### src/design/iebm_pkg.sv
// Package for the I2C EEPROM / clock chip byte master.
// Beat payload types, configuration struct, bus phase and stage codes.
// Depends on nothing.
`default_nettype none

package iebm_pkg;

  localparam int AddrW    = 17;
  localparam int ApbAddrW = 4;
  localparam int ApbDataW = 32;

  // Register indexes (byte address = 4 * index)
  localparam logic [1:0] REG_HALF_PERIOD = 2'd0;
  localparam logic [1:0] REG_EEPROM_LOW  = 2'd1;
  localparam logic [1:0] REG_EEPROM_HIGH = 2'd2;
  localparam logic [1:0] REG_CLOCK_CHIP  = 2'd3;

  localparam logic [7:0] HALF_PERIOD_RST = 8'd4;
  localparam logic [7:0] EEPROM_LOW_RST  = 8'hA0;
  localparam logic [7:0] EEPROM_HIGH_RST = 8'hA2;
  localparam logic [7:0] CLOCK_CHIP_RST  = 8'hD0;

  // Command actions
  localparam logic [1:0] ACT_TICK  = 2'd0;
  localparam logic [1:0] ACT_WRITE = 2'd1;
  localparam logic [1:0] ACT_READ  = 2'd2;

  localparam logic TARGET_EEPROM = 1'b0;
  localparam logic TARGET_CLOCK  = 1'b1;

  typedef struct packed {
    logic [1:0]       action;
    logic             target;
    logic [AddrW-1:0] mem_address;
    logic [7:0]       write_data;
    logic             sda_in;
  } cmd_t;

  typedef struct packed {
    logic       scl_level;
    logic       sda_release;
    logic       busy_res;
    logic       done_res;
    logic [7:0] read_byte;
    logic       cmd_rejected;
  } res_t;

  typedef struct packed {
    logic [7:0] half_period_ticks;
    logic [7:0] eeprom_low_id;
    logic [7:0] eeprom_high_id;
    logic [7:0] clock_chip_id;
  } cfg_t;

  typedef enum logic [15:0] {
    PH_IDLE    = 16'h0001,
    PH_ST_LO   = 16'h0002,
    PH_ST_HI   = 16'h0004,
    PH_ST_FALL = 16'h0008,
    PH_ST_LOW  = 16'h0010,
    PH_TX_LO   = 16'h0020,
    PH_TX_HI   = 16'h0040,
    PH_ACK_LO  = 16'h0080,
    PH_ACK_HI  = 16'h0100,
    PH_RX_LO   = 16'h0200,
    PH_RX_HI   = 16'h0400,
    PH_NAK_LO  = 16'h0800,
    PH_NAK_HI  = 16'h1000,
    PH_SP_LO   = 16'h2000,
    PH_SP_HI   = 16'h4000,
    PH_SP_REL  = 16'h8000
  } phase_t;

  typedef enum logic [8:0] {
    SG_CTRL  = 9'h001,
    SG_AH    = 9'h002,
    SG_AL    = 9'h004,
    SG_DATA  = 9'h008,
    SG_RCTRL = 9'h010,
    SG_RX    = 9'h020,
    SG_WSTOP = 9'h040,
    SG_POLL  = 9'h080,
    SG_END   = 9'h100
  } stage_t;

endpackage

`default_nettype wire

### src/design/iebm_cfg_regs.sv
// APB-style configuration registers of the byte master.
// Depends on iebm_pkg.
`default_nettype none

module iebm_cfg_regs (
  input  wire logic                          clk,
  input  wire logic                          rst,
  input  wire logic                          psel,
  input  wire logic                          penable,
  input  wire logic                          pwrite,
  input  wire logic [iebm_pkg::ApbAddrW-1:0] paddr,
  input  wire logic [iebm_pkg::ApbDataW-1:0] pwdata,
  output logic      [iebm_pkg::ApbDataW-1:0] prdata,
  output logic                               pready,
  output iebm_pkg::cfg_t                     cfg
);
  import iebm_pkg::*;

  logic       wr_en;
  logic [1:0] reg_index;
  logic [7:0] rd_byte;

  assign pready    = 1'b1;
  assign reg_index = paddr[3:2];
  assign wr_en     = psel && penable && pwrite;

  always_ff @(posedge clk) begin
    if (rst) begin
      cfg.half_period_ticks <= HALF_PERIOD_RST;
      cfg.eeprom_low_id     <= EEPROM_LOW_RST;
      cfg.eeprom_high_id    <= EEPROM_HIGH_RST;
      cfg.clock_chip_id     <= CLOCK_CHIP_RST;
    end else if (wr_en) begin
      unique case (reg_index)
        REG_HALF_PERIOD: cfg.half_period_ticks <= pwdata[7:0];
        REG_EEPROM_LOW:  cfg.eeprom_low_id     <= pwdata[7:0];
        REG_EEPROM_HIGH: cfg.eeprom_high_id    <= pwdata[7:0];
        REG_CLOCK_CHIP:  cfg.clock_chip_id     <= pwdata[7:0];
        default:         ;
      endcase
    end
  end

  always_comb begin
    unique case (reg_index)
      REG_HALF_PERIOD: rd_byte = cfg.half_period_ticks;
      REG_EEPROM_LOW:  rd_byte = cfg.eeprom_low_id;
      REG_EEPROM_HIGH: rd_byte = cfg.eeprom_high_id;
      REG_CLOCK_CHIP:  rd_byte = cfg.clock_chip_id;
      default:         rd_byte = 8'd0;
    endcase
  end

  assign prdata = {{(ApbDataW-8){1'b0}}, rd_byte};

endmodule

`default_nettype wire

### src/design/iebm_bus_engine.sv
// Bus state machine: holds transaction state, computes one result per tick.
// Depends on iebm_pkg.
`default_nettype none

module iebm_bus_engine (
  input  wire logic           clk,
  input  wire logic           rst,
  input  iebm_pkg::cfg_t      cfg,
  input  wire logic           step,
  input  iebm_pkg::cmd_t      item,
  output iebm_pkg::res_t      result
);
  import iebm_pkg::*;

  phase_t      phase, phase_next;
  stage_t      stage, stage_next;
  logic [3:0]  bit_index, bit_index_next;
  logic [7:0]  shift_byte, shift_byte_next;
  logic [7:0]  tick_count, tick_count_next;
  logic [15:0] held_address, held_address_next;
  logic [7:0]  held_data, held_data_next;
  logic        held_is_read, held_is_read_next;
  logic        held_target, held_target_next;
  logic [7:0]  held_control, held_control_next;
  logic [7:0]  received_byte, received_byte_next;

  logic        is_cmd;
  logic [7:0]  half;
  logic [7:0]  ctrl_sel;
  logic [3:0]  bit_inc;
  logic [7:0]  rx_shift;
  logic        step_end;
  logic        hold_high;
  logic        done;
  logic        scl, rel;

  assign is_cmd   = (item.action == ACT_WRITE) || (item.action == ACT_READ);
  assign half     = (cfg.half_period_ticks == 8'd0) ? 8'd1 : cfg.half_period_ticks;
  assign bit_inc  = bit_index + 4'd1;
  assign rx_shift = {shift_byte[6:0], item.sda_in};
  assign step_end = ({1'b0, tick_count} + 9'd1) >= {1'b0, half};
  assign ctrl_sel = (item.target == TARGET_CLOCK) ? cfg.clock_chip_id :
                    (item.mem_address[16] ? cfg.eeprom_high_id : cfg.eeprom_low_id);

  // Line levels come from the phase held before this tick
  always_comb begin
    unique case (phase)
      PH_ST_LO:   begin scl = 1'b0; rel = 1'b1; end
      PH_ST_HI:   begin scl = 1'b1; rel = 1'b1; end
      PH_ST_FALL: begin scl = 1'b1; rel = 1'b0; end
      PH_ST_LOW:  begin scl = 1'b0; rel = 1'b0; end
      PH_TX_LO:   begin scl = 1'b0; rel = shift_byte[7]; end
      PH_TX_HI:   begin scl = 1'b1; rel = shift_byte[7]; end
      PH_ACK_LO, PH_RX_LO, PH_NAK_LO: begin scl = 1'b0; rel = 1'b1; end
      PH_ACK_HI, PH_RX_HI, PH_NAK_HI: begin scl = 1'b1; rel = 1'b1; end
      PH_SP_LO:   begin scl = 1'b0; rel = 1'b0; end
      PH_SP_HI:   begin scl = 1'b1; rel = 1'b0; end
      default:    begin scl = 1'b1; rel = 1'b1; end
    endcase
  end

  always_comb begin
    phase_next         = phase;
    stage_next         = stage;
    bit_index_next     = bit_index;
    shift_byte_next    = shift_byte;
    tick_count_next    = tick_count;
    held_address_next  = held_address;
    held_data_next     = held_data;
    held_is_read_next  = held_is_read;
    held_target_next   = held_target;
    held_control_next  = held_control;
    received_byte_next = received_byte;
    hold_high          = 1'b0;
    done               = 1'b0;
    result.cmd_rejected = 1'b0;

    if (phase == PH_IDLE && is_cmd) begin
      held_target_next  = item.target;
      held_address_next = item.mem_address[15:0];
      held_data_next    = item.write_data;
      held_is_read_next = (item.action == ACT_READ);
      held_control_next = ctrl_sel;
      tick_count_next   = 8'd0;
      shift_byte_next   = ctrl_sel;
      bit_index_next    = 4'd0;
      stage_next        = SG_CTRL;
      phase_next        = PH_ST_LO;
    end else begin
      result.cmd_rejected = is_cmd;
      if (phase != PH_IDLE) begin
        if (step_end) begin
          unique case (phase)
            PH_ST_LO:   phase_next = PH_ST_HI;
            PH_ST_HI:   phase_next = PH_ST_FALL;
            PH_ST_FALL: phase_next = PH_ST_LOW;
            PH_ST_LOW: begin
              phase_next     = PH_TX_LO;
              bit_index_next = 4'd0;
            end
            PH_TX_LO:   phase_next = PH_TX_HI;
            PH_TX_HI: begin
              shift_byte_next = {shift_byte[6:0], 1'b0};
              bit_index_next  = bit_inc;
              phase_next      = bit_inc[3] ? PH_ACK_LO : PH_TX_LO;
            end
            PH_ACK_LO:  phase_next = PH_ACK_HI;
            PH_ACK_HI: begin
              if (item.sda_in) begin
                // no acknowledge: polling restarts, otherwise keep SCL high
                if (stage == SG_POLL) begin
                  shift_byte_next = held_control;
                  bit_index_next  = 4'd0;
                  phase_next      = PH_ST_LO;
                end else begin
                  hold_high = 1'b1;
                end
              end else begin
                unique case (stage)
                  SG_CTRL: begin
                    shift_byte_next = held_target ? held_address[7:0] : held_address[15:8];
                    bit_index_next  = 4'd0;
                    stage_next      = held_target ? SG_AL : SG_AH;
                    phase_next      = PH_TX_LO;
                  end
                  SG_AH: begin
                    shift_byte_next = held_address[7:0];
                    bit_index_next  = 4'd0;
                    stage_next      = SG_AL;
                    phase_next      = PH_TX_LO;
                  end
                  SG_AL: begin
                    bit_index_next = 4'd0;
                    if (held_is_read) begin
                      shift_byte_next = held_control | 8'h01;
                      stage_next      = SG_RCTRL;
                      phase_next      = PH_ST_LO;
                    end else begin
                      shift_byte_next = held_data;
                      stage_next      = SG_DATA;
                      phase_next      = PH_TX_LO;
                    end
                  end
                  SG_DATA: begin
                    stage_next = SG_WSTOP;
                    phase_next = PH_SP_LO;
                  end
                  SG_RCTRL: begin
                    stage_next      = SG_RX;
                    phase_next      = PH_RX_LO;
                    bit_index_next  = 4'd0;
                    shift_byte_next = 8'd0;
                  end
                  default: begin
                    stage_next = SG_END;
                    phase_next = PH_SP_LO;
                  end
                endcase
              end
            end
            PH_RX_LO:   phase_next = PH_RX_HI;
            PH_RX_HI: begin
              shift_byte_next = rx_shift;
              bit_index_next  = bit_inc;
              if (bit_inc[3]) begin
                received_byte_next = rx_shift;
                phase_next         = PH_NAK_LO;
              end else begin
                phase_next = PH_RX_LO;
              end
            end
            PH_NAK_LO:  phase_next = PH_NAK_HI;
            PH_NAK_HI: begin
              stage_next = SG_END;
              phase_next = PH_SP_LO;
            end
            PH_SP_LO:   phase_next = PH_SP_HI;
            PH_SP_HI:   phase_next = PH_SP_REL;
            PH_SP_REL: begin
              if (stage == SG_WSTOP) begin
                shift_byte_next = held_control;
                bit_index_next  = 4'd0;
                stage_next      = SG_POLL;
                phase_next      = PH_ST_LO;
              end else begin
                phase_next = PH_IDLE;
                stage_next = SG_CTRL;
                done       = 1'b1;
              end
            end
            default:    phase_next = PH_IDLE;
          endcase
          tick_count_next = hold_high ? (half - 8'd1) : 8'd0;
        end else begin
          tick_count_next = tick_count + 8'd1;
        end
      end
    end

    result.scl_level   = scl;
    result.sda_release = rel;
    result.busy_res    = (phase_next != PH_IDLE);
    result.done_res    = done;
    result.read_byte   = received_byte_next;
  end

  always_ff @(posedge clk) begin
    if (rst) begin
      phase         <= PH_IDLE;
      stage         <= SG_CTRL;
      bit_index     <= 4'd0;
      shift_byte    <= 8'd0;
      tick_count    <= 8'd0;
      held_address  <= 16'd0;
      held_data     <= 8'd0;
      held_is_read  <= 1'b0;
      held_target   <= 1'b0;
      held_control  <= 8'd0;
      received_byte <= 8'd0;
    end else if (step) begin
      phase         <= phase_next;
      stage         <= stage_next;
      bit_index     <= bit_index_next;
      shift_byte    <= shift_byte_next;
      tick_count    <= tick_count_next;
      held_address  <= held_address_next;
      held_data     <= held_data_next;
      held_is_read  <= held_is_read_next;
      held_target   <= held_target_next;
      held_control  <= held_control_next;
      received_byte <= received_byte_next;
    end
  end

  a_load_starts: assert property (@(posedge clk) disable iff (rst)
    step && phase == PH_IDLE && is_cmd |=> phase == PH_ST_LO)
    else $error("command load did not enter start sequence");

  a_done_from_stop: assert property (@(posedge clk) disable iff (rst)
    result.done_res |-> phase == PH_SP_REL && stage != SG_WSTOP)
    else $error("done outside final stop release");

  a_reject_busy: assert property (@(posedge clk) disable iff (rst)
    result.cmd_rejected |-> phase != PH_IDLE)
    else $error("command rejected while idle");

  a_bit_range: assert property (@(posedge clk) disable iff (rst)
    bit_index <= 4'd8)
    else $error("bit index past byte end");

endmodule

`default_nettype wire

### src/design/i2c_eeprom_rtc_byte_master_top.sv
// Top level of the I2C EEPROM / clock chip byte master.
// Depends on iebm_pkg, iebm_cfg_regs, iebm_bus_engine.
`default_nettype none

// Channel  Handshake                     Payload      Beat
// cmd      cmd_valid / cmd_ready         iebm_pkg::cmd_t  one bus tick or command
// res      res_valid / res_ready         iebm_pkg::res_t  line levels and status
// apb      psel,penable,pwrite / pready  paddr,pwdata     register write, read
//
// A cmd beat lands in an input register; the bus engine advances on it once the
// output register is free or being drained, and its result lands in the output
// register: one beat per cycle while res_ready holds, set by the single engine step.
// Reset (rst, synchronous) empties both registers and returns the bus to idle
// with the configuration at its defaults.
// A stalled res side holds the result; the input register then keeps one
// more beat before cmd_ready drops.

module i2c_eeprom_rtc_byte_master_top (
  input  wire logic                          clk,
  input  wire logic                          rst,
  input  wire logic                          cmd_valid,
  output logic                               cmd_ready,
  input  iebm_pkg::cmd_t                     cmd,
  output logic                               res_valid,
  input  wire logic                          res_ready,
  output iebm_pkg::res_t                     res,
  input  wire logic                          psel,
  input  wire logic                          penable,
  input  wire logic                          pwrite,
  input  wire logic [iebm_pkg::ApbAddrW-1:0] paddr,
  input  wire logic [iebm_pkg::ApbDataW-1:0] pwdata,
  output logic      [iebm_pkg::ApbDataW-1:0] prdata,
  output logic                               pready
);
  import iebm_pkg::*;

  cfg_t cfg;
  cmd_t in_q;
  logic in_q_valid;
  logic advance;
  res_t step_res;

  // engine steps when an item sits in the input register and the output
  // register is free or being drained
  assign advance   = in_q_valid && (!res_valid || res_ready);
  assign cmd_ready = !in_q_valid || advance;

  iebm_cfg_regs u_cfg (
    .clk     (clk),
    .rst     (rst),
    .psel    (psel),
    .penable (penable),
    .pwrite  (pwrite),
    .paddr   (paddr),
    .pwdata  (pwdata),
    .prdata  (prdata),
    .pready  (pready),
    .cfg     (cfg)
  );

  iebm_bus_engine u_engine (
    .clk    (clk),
    .rst    (rst),
    .cfg    (cfg),
    .step   (advance),
    .item   (in_q),
    .result (step_res)
  );

  // input register
  always_ff @(posedge clk) begin
    if (rst) begin
      in_q_valid <= 1'b0;
    end else if (cmd_valid && cmd_ready) begin
      in_q_valid <= 1'b1;
    end else if (advance) begin
      in_q_valid <= 1'b0;
    end
  end

  always_ff @(posedge clk) begin
    if (cmd_valid && cmd_ready) begin
      in_q <= cmd;
    end
  end

  // output register
  always_ff @(posedge clk) begin
    if (rst) begin
      res_valid <= 1'b0;
    end else if (advance) begin
      res_valid <= 1'b1;
    end else if (res_ready) begin
      res_valid <= 1'b0;
    end
  end

  always_ff @(posedge clk) begin
    if (advance) begin
      res <= step_res;
    end
  end

endmodule

`default_nettype wire
### config.mk
export PLATFORM = sky130hd
export DESIGN_NAME = i2c_eeprom_rtc_byte_master_top
export DESIGN_NICKNAME = d
export VERILOG_FILES = /design/src/design/iebm_pkg.sv /design/src/design/iebm_cfg_regs.sv /design/src/design/iebm_bus_engine.sv /design/src/design/i2c_eeprom_rtc_byte_master_top.sv
export SDC_FILE = /design/constraint.sdc
export NUM_CORES = 1
export LEC_CHECK = 0
export BUFFER_PORTS_ARGS = -buffer_cell sky130_fd_sc_hd__buf_2
export CAP_MARGIN = 10
export CORE_ASPECT_RATIO = 0.8
export CORE_MARGIN = 2
export CORE_UTILIZATION = 35
export CTS_CLUSTER_SIZE = 25
export DETAILED_ROUTE_END_ITERATION = 8
export PLACE_DENSITY = 0.61
export SYNTH_ARGS = -nofsm -noshare
export SYNTH_HDL_FRONTEND = slang
export SYNTH_SLANG_ARGS = --single-unit
### constraint.sdc
create_clock -name clk -period 3.75 [get_ports clk]
set_clock_uncertainty 0.1 [all_clocks]
set_input_delay 0.1875 -clock clk [delete_from_list [all_inputs] [get_ports clk]]
set_output_delay 0.1875 -clock clk [all_outputs]
set_load 0.02 [all_outputs]
==> run_results.csv <==
group,metric,value,unit
global_routing,first_global_vias,6892,
global_routing,grt.met3_usage,4.26,%
min_path,hold_path.class,"input pin to register",
yosys,synth.distinct_cells,81,
worst_setup_path,startpoint_type,"register",
place,gp_routability_congestion,0.926,
power_and_ir_drop,peakVddDrop,0.284,mV
yosys,synth.most_common_cell,"dfxtp_1",
sta,setup_tns,0,ns
place,hpwl,16500,um
finish,multi_input_area,4470,um^2
yosys,synth_edf_count,42,
clocking,cts_post_setup_buffers_inserted,0,
power_and_ir_drop,p_per_area,403,nW/um^2
worst_setup_path,crit_type,"register to register",
detailed_routing,drt-total-wl,23800,um
power_and_ir_drop,p_clk_share,44.0,%
status,status,"complete, no violations",
detailed_routing,drt_pre_antenna_iters,5,
sta,period_needed,3.53,ns
global_routing,use_met2,27.6,%
global_routing,met1_usage,27.9,%
global_routing,grt_max_degree,101,
die,start_util,35.4,%
worst_setup_path,critPathMaxFanout,5,
global_routing,antenna_found_initial,0,
yosys,synth_compound_area_share,15.8,%
yosys,synth_top_family_by_area,"simple AND/OR/NAND/NOR gates",
global_routing,overflow,0,
sta,timing.final.hold_violations,0,
finish,fillers,2378,
sta,finalSetupViolCount,0,
worst_setup_path,crit_required,3.82,ns
power_and_ir_drop,power_frac_seq,46.0,%
yosys,ys_seq_area_share,43.0,%
power_and_ir_drop,p_sw,1090,uW
clocking,h-tree-depth,4,
sta,slew_headroom,24.9,%
global_routing,top_usage_layer,"met1",
power_and_ir_drop,switching_share,26.3,%
place,dpl_worst_slack,0.304,ns
power_and_ir_drop,power_frac_comb,10.0,%
yosys,avgSynthCellArea,9.18,um^2
yosys,async_flop_share,0,%
die,boundaryPins,120,
sta,tightest_slew,1.13,ns
yosys,syn-instance-count,932,
power_and_ir_drop,p_leak,0.00399,uW
sta,maxSlewViolCount,0,
clocking,clk_latency,0.44,ns
yosys,yosys-top-cells-area,"dfxtp_1 (28%), edfxtp_1 (15%), nand2_1 (5.2%), mux2i_1 (4.8%), a21oi_1 (4.4%)",
power_and_ir_drop,p_int,3040,uW
finish,drive_above_1_share,17.8,%
detailed_routing,ant_nets,0,
global_routing,grt_pass1_wl,37600,um
sta,fmax,0.283,GHz
die,die_h,144,um
die,core_area,24200,um^2
yosys,synthAdderAreaFrac,1.75,%
flow_run,maxCapViolations,0,
detailed_routing,route.detailed.drc,0,
die,rows,51,
finish,area_growth,19.7,%
detailed_routing,wire_per_inst,17.4,um
yosys,yosys.area.top_type,"dfxtp_1",
die,die_w,179,um
detailed_routing,dr.first_iter.drc_count,887,
worst_setup_path,cp-end-kind,"register",
finish,fin_nets,1122,
yosys,syn_area,8560,um^2
yosys,synthMuxAreaShare,8.09,%
clocking,ctsHoldBuffers,39,
finish,n_antenna_cell,0,
yosys,ys_dominant_reg_cell,"dfxtp_1",
clocking,clk_pin_slew,0.07,ns
die,dieArea,25700,um^2
clocking,clk_path_buf_depth,2,
yosys,synth_common_cells,"dfxtp_1 (121), nand2_1 (118), a21oi_1 (76), nor2_1 (74), edfxtp_1 (42)",
clocking,cts_buffers,17,
worst_setup_path,critPathArrivalTime,3.60,ns
clocking,postCtsResizedCells,0,
clocking,cts_tree,"done",
sta,fin_ws,0.221,ns
yosys,ys_ff_latch,163,
place,port_buffers,68,
global_routing,grt_util_all_layers,18.9,%
sta,post-route-period-util,94.1,%
finish,seq_area,3680,um^2
sta,rsz0062_at_grt,"false",
yosys,synth.top_cell.area_share,28.3,%
yosys,ys_warn_count,0,
clocking,root_buffer,"clkbuf_16",
detailed_routing,routed-via-count,7375,
yosys,synth_xor_xnor_area_share,1.64,%
clocking,clock_sinks,163,
detailed_routing,vias_per_cell,5.39,
yosys,synthSimpleGateAreaFrac,23.8,%
layout by cell type (no fill, tap or decap), types with 7 or more instances in the layout:
cell type and count:
a21oi_1 76, a221oi_1 7, a22oi_1 13, a31oi_1 7
and2_1 12, and3_1 9, buf_2 67, buf_4 39
clkbuf_16 17, conb_1 25, dfxtp_1 121, dlygate4sd3_1 39
edfxtp_1 42, ha_1 12, inv_1 17, mux2i_1 41
mux4_2 8, nand2_1 118, nand2b_1 13, nand3_1 35
nand4_1 19, nor2_1 74, nor3_1 25, nor4_1 9
nor4b_1 8, o211a_1 8, o211ai_1 7, o21ai_0 22
o21ai_1 14, or4_1 10, xnor2_1 10
layer usage:
metal / part of all wire [%] / wire length [um]
met5: 0 / 0
met3: 6.7 / 1590
met1: 49 / 11600
met2: 43 / 10300
met4: 1.1 / 261
stage by stage:
step	util, %	area, um^2	instances	total power [uW]	hold WS (ns)
3_3_place_gp	38.2	9250	1298	2310	0.264
2_1_floorplan	-	8650	955	2210	0.186
3_5_place_dp	38.2	9250	1298	2320	0.266
5_1_grt	42.4	10200	1369	4270	0.350
4_1_cts	42.4	10200	1369	4150	0.310
6_report	42.4	10200	1369	4130	0.315
critical path: stages (launching register included):
cell,delay [ns]
dfxtp_1,0.31
or4_1,0.58
o41ai_2,0.30
ha_1,0.29
nand2b_1,0.14
a211o_1,0.30
a32o_1,0.29
o21ai_1,0.21
mux2_2,0.38
a211oi_1,0.25
nand3_1,0.11
flip-flops by register name (all words and copies together), names as in the netlist, 4 cells and up:
register                flops
u_engine.held_address      16
u_engine.held_control       8
u_engine.received_byte      8
u_engine.bit_index          4
u_cfg.cfg                  32
u_engine.phase             16
u_engine.stage              9
u_engine.shift_byte         8
u_engine.tick_count         8
u_engine.held_data          8
res                        13
in_q                       29
power groups by stage:
stage | registers, uW | logic (uW) | clock network (uW)
floorplan | 1930 | 274 | 0
global placement | 1940 | 374 | 0
CTS | 1900 | 411 | 1840
finish | 1900 | 414 | 1810
detailed placement | 1940 | 378 | 0
global route | 1900 | 454 | 1920
worst paths after layout:
path	to	from	slack (ns)	depth (start not counted)
max	res[10]	u_cfg.cfg[25]	0.22	10
min	u_cfg.cfg[9]	rst	0.31	3
max reg2reg	res[10]	u_cfg.cfg[25]	0.22	10
min reg2reg	u_engine.held_address[3]	u_engine.held_address[3]	0.35	2
kinds of logic after synthesis:
logic type,after synthesis
compound gates,200
xor+xnor,16
fa+ha+maj,12
buf+inv,99
flops,163
mux,58
other cells,2
simple gates,382
final cells by class:
cell class,instances,share of cell area (%)
multi-input cells,693,43.6
flip-flops and latches,163,36.0
inverters,18,0.660
clock inverters,14,1.62
well taps,318,3.88
repair buffers,145,9.94
clock buffers,18,4.29
Note: power is estimated with default switching activity, not from simulation.
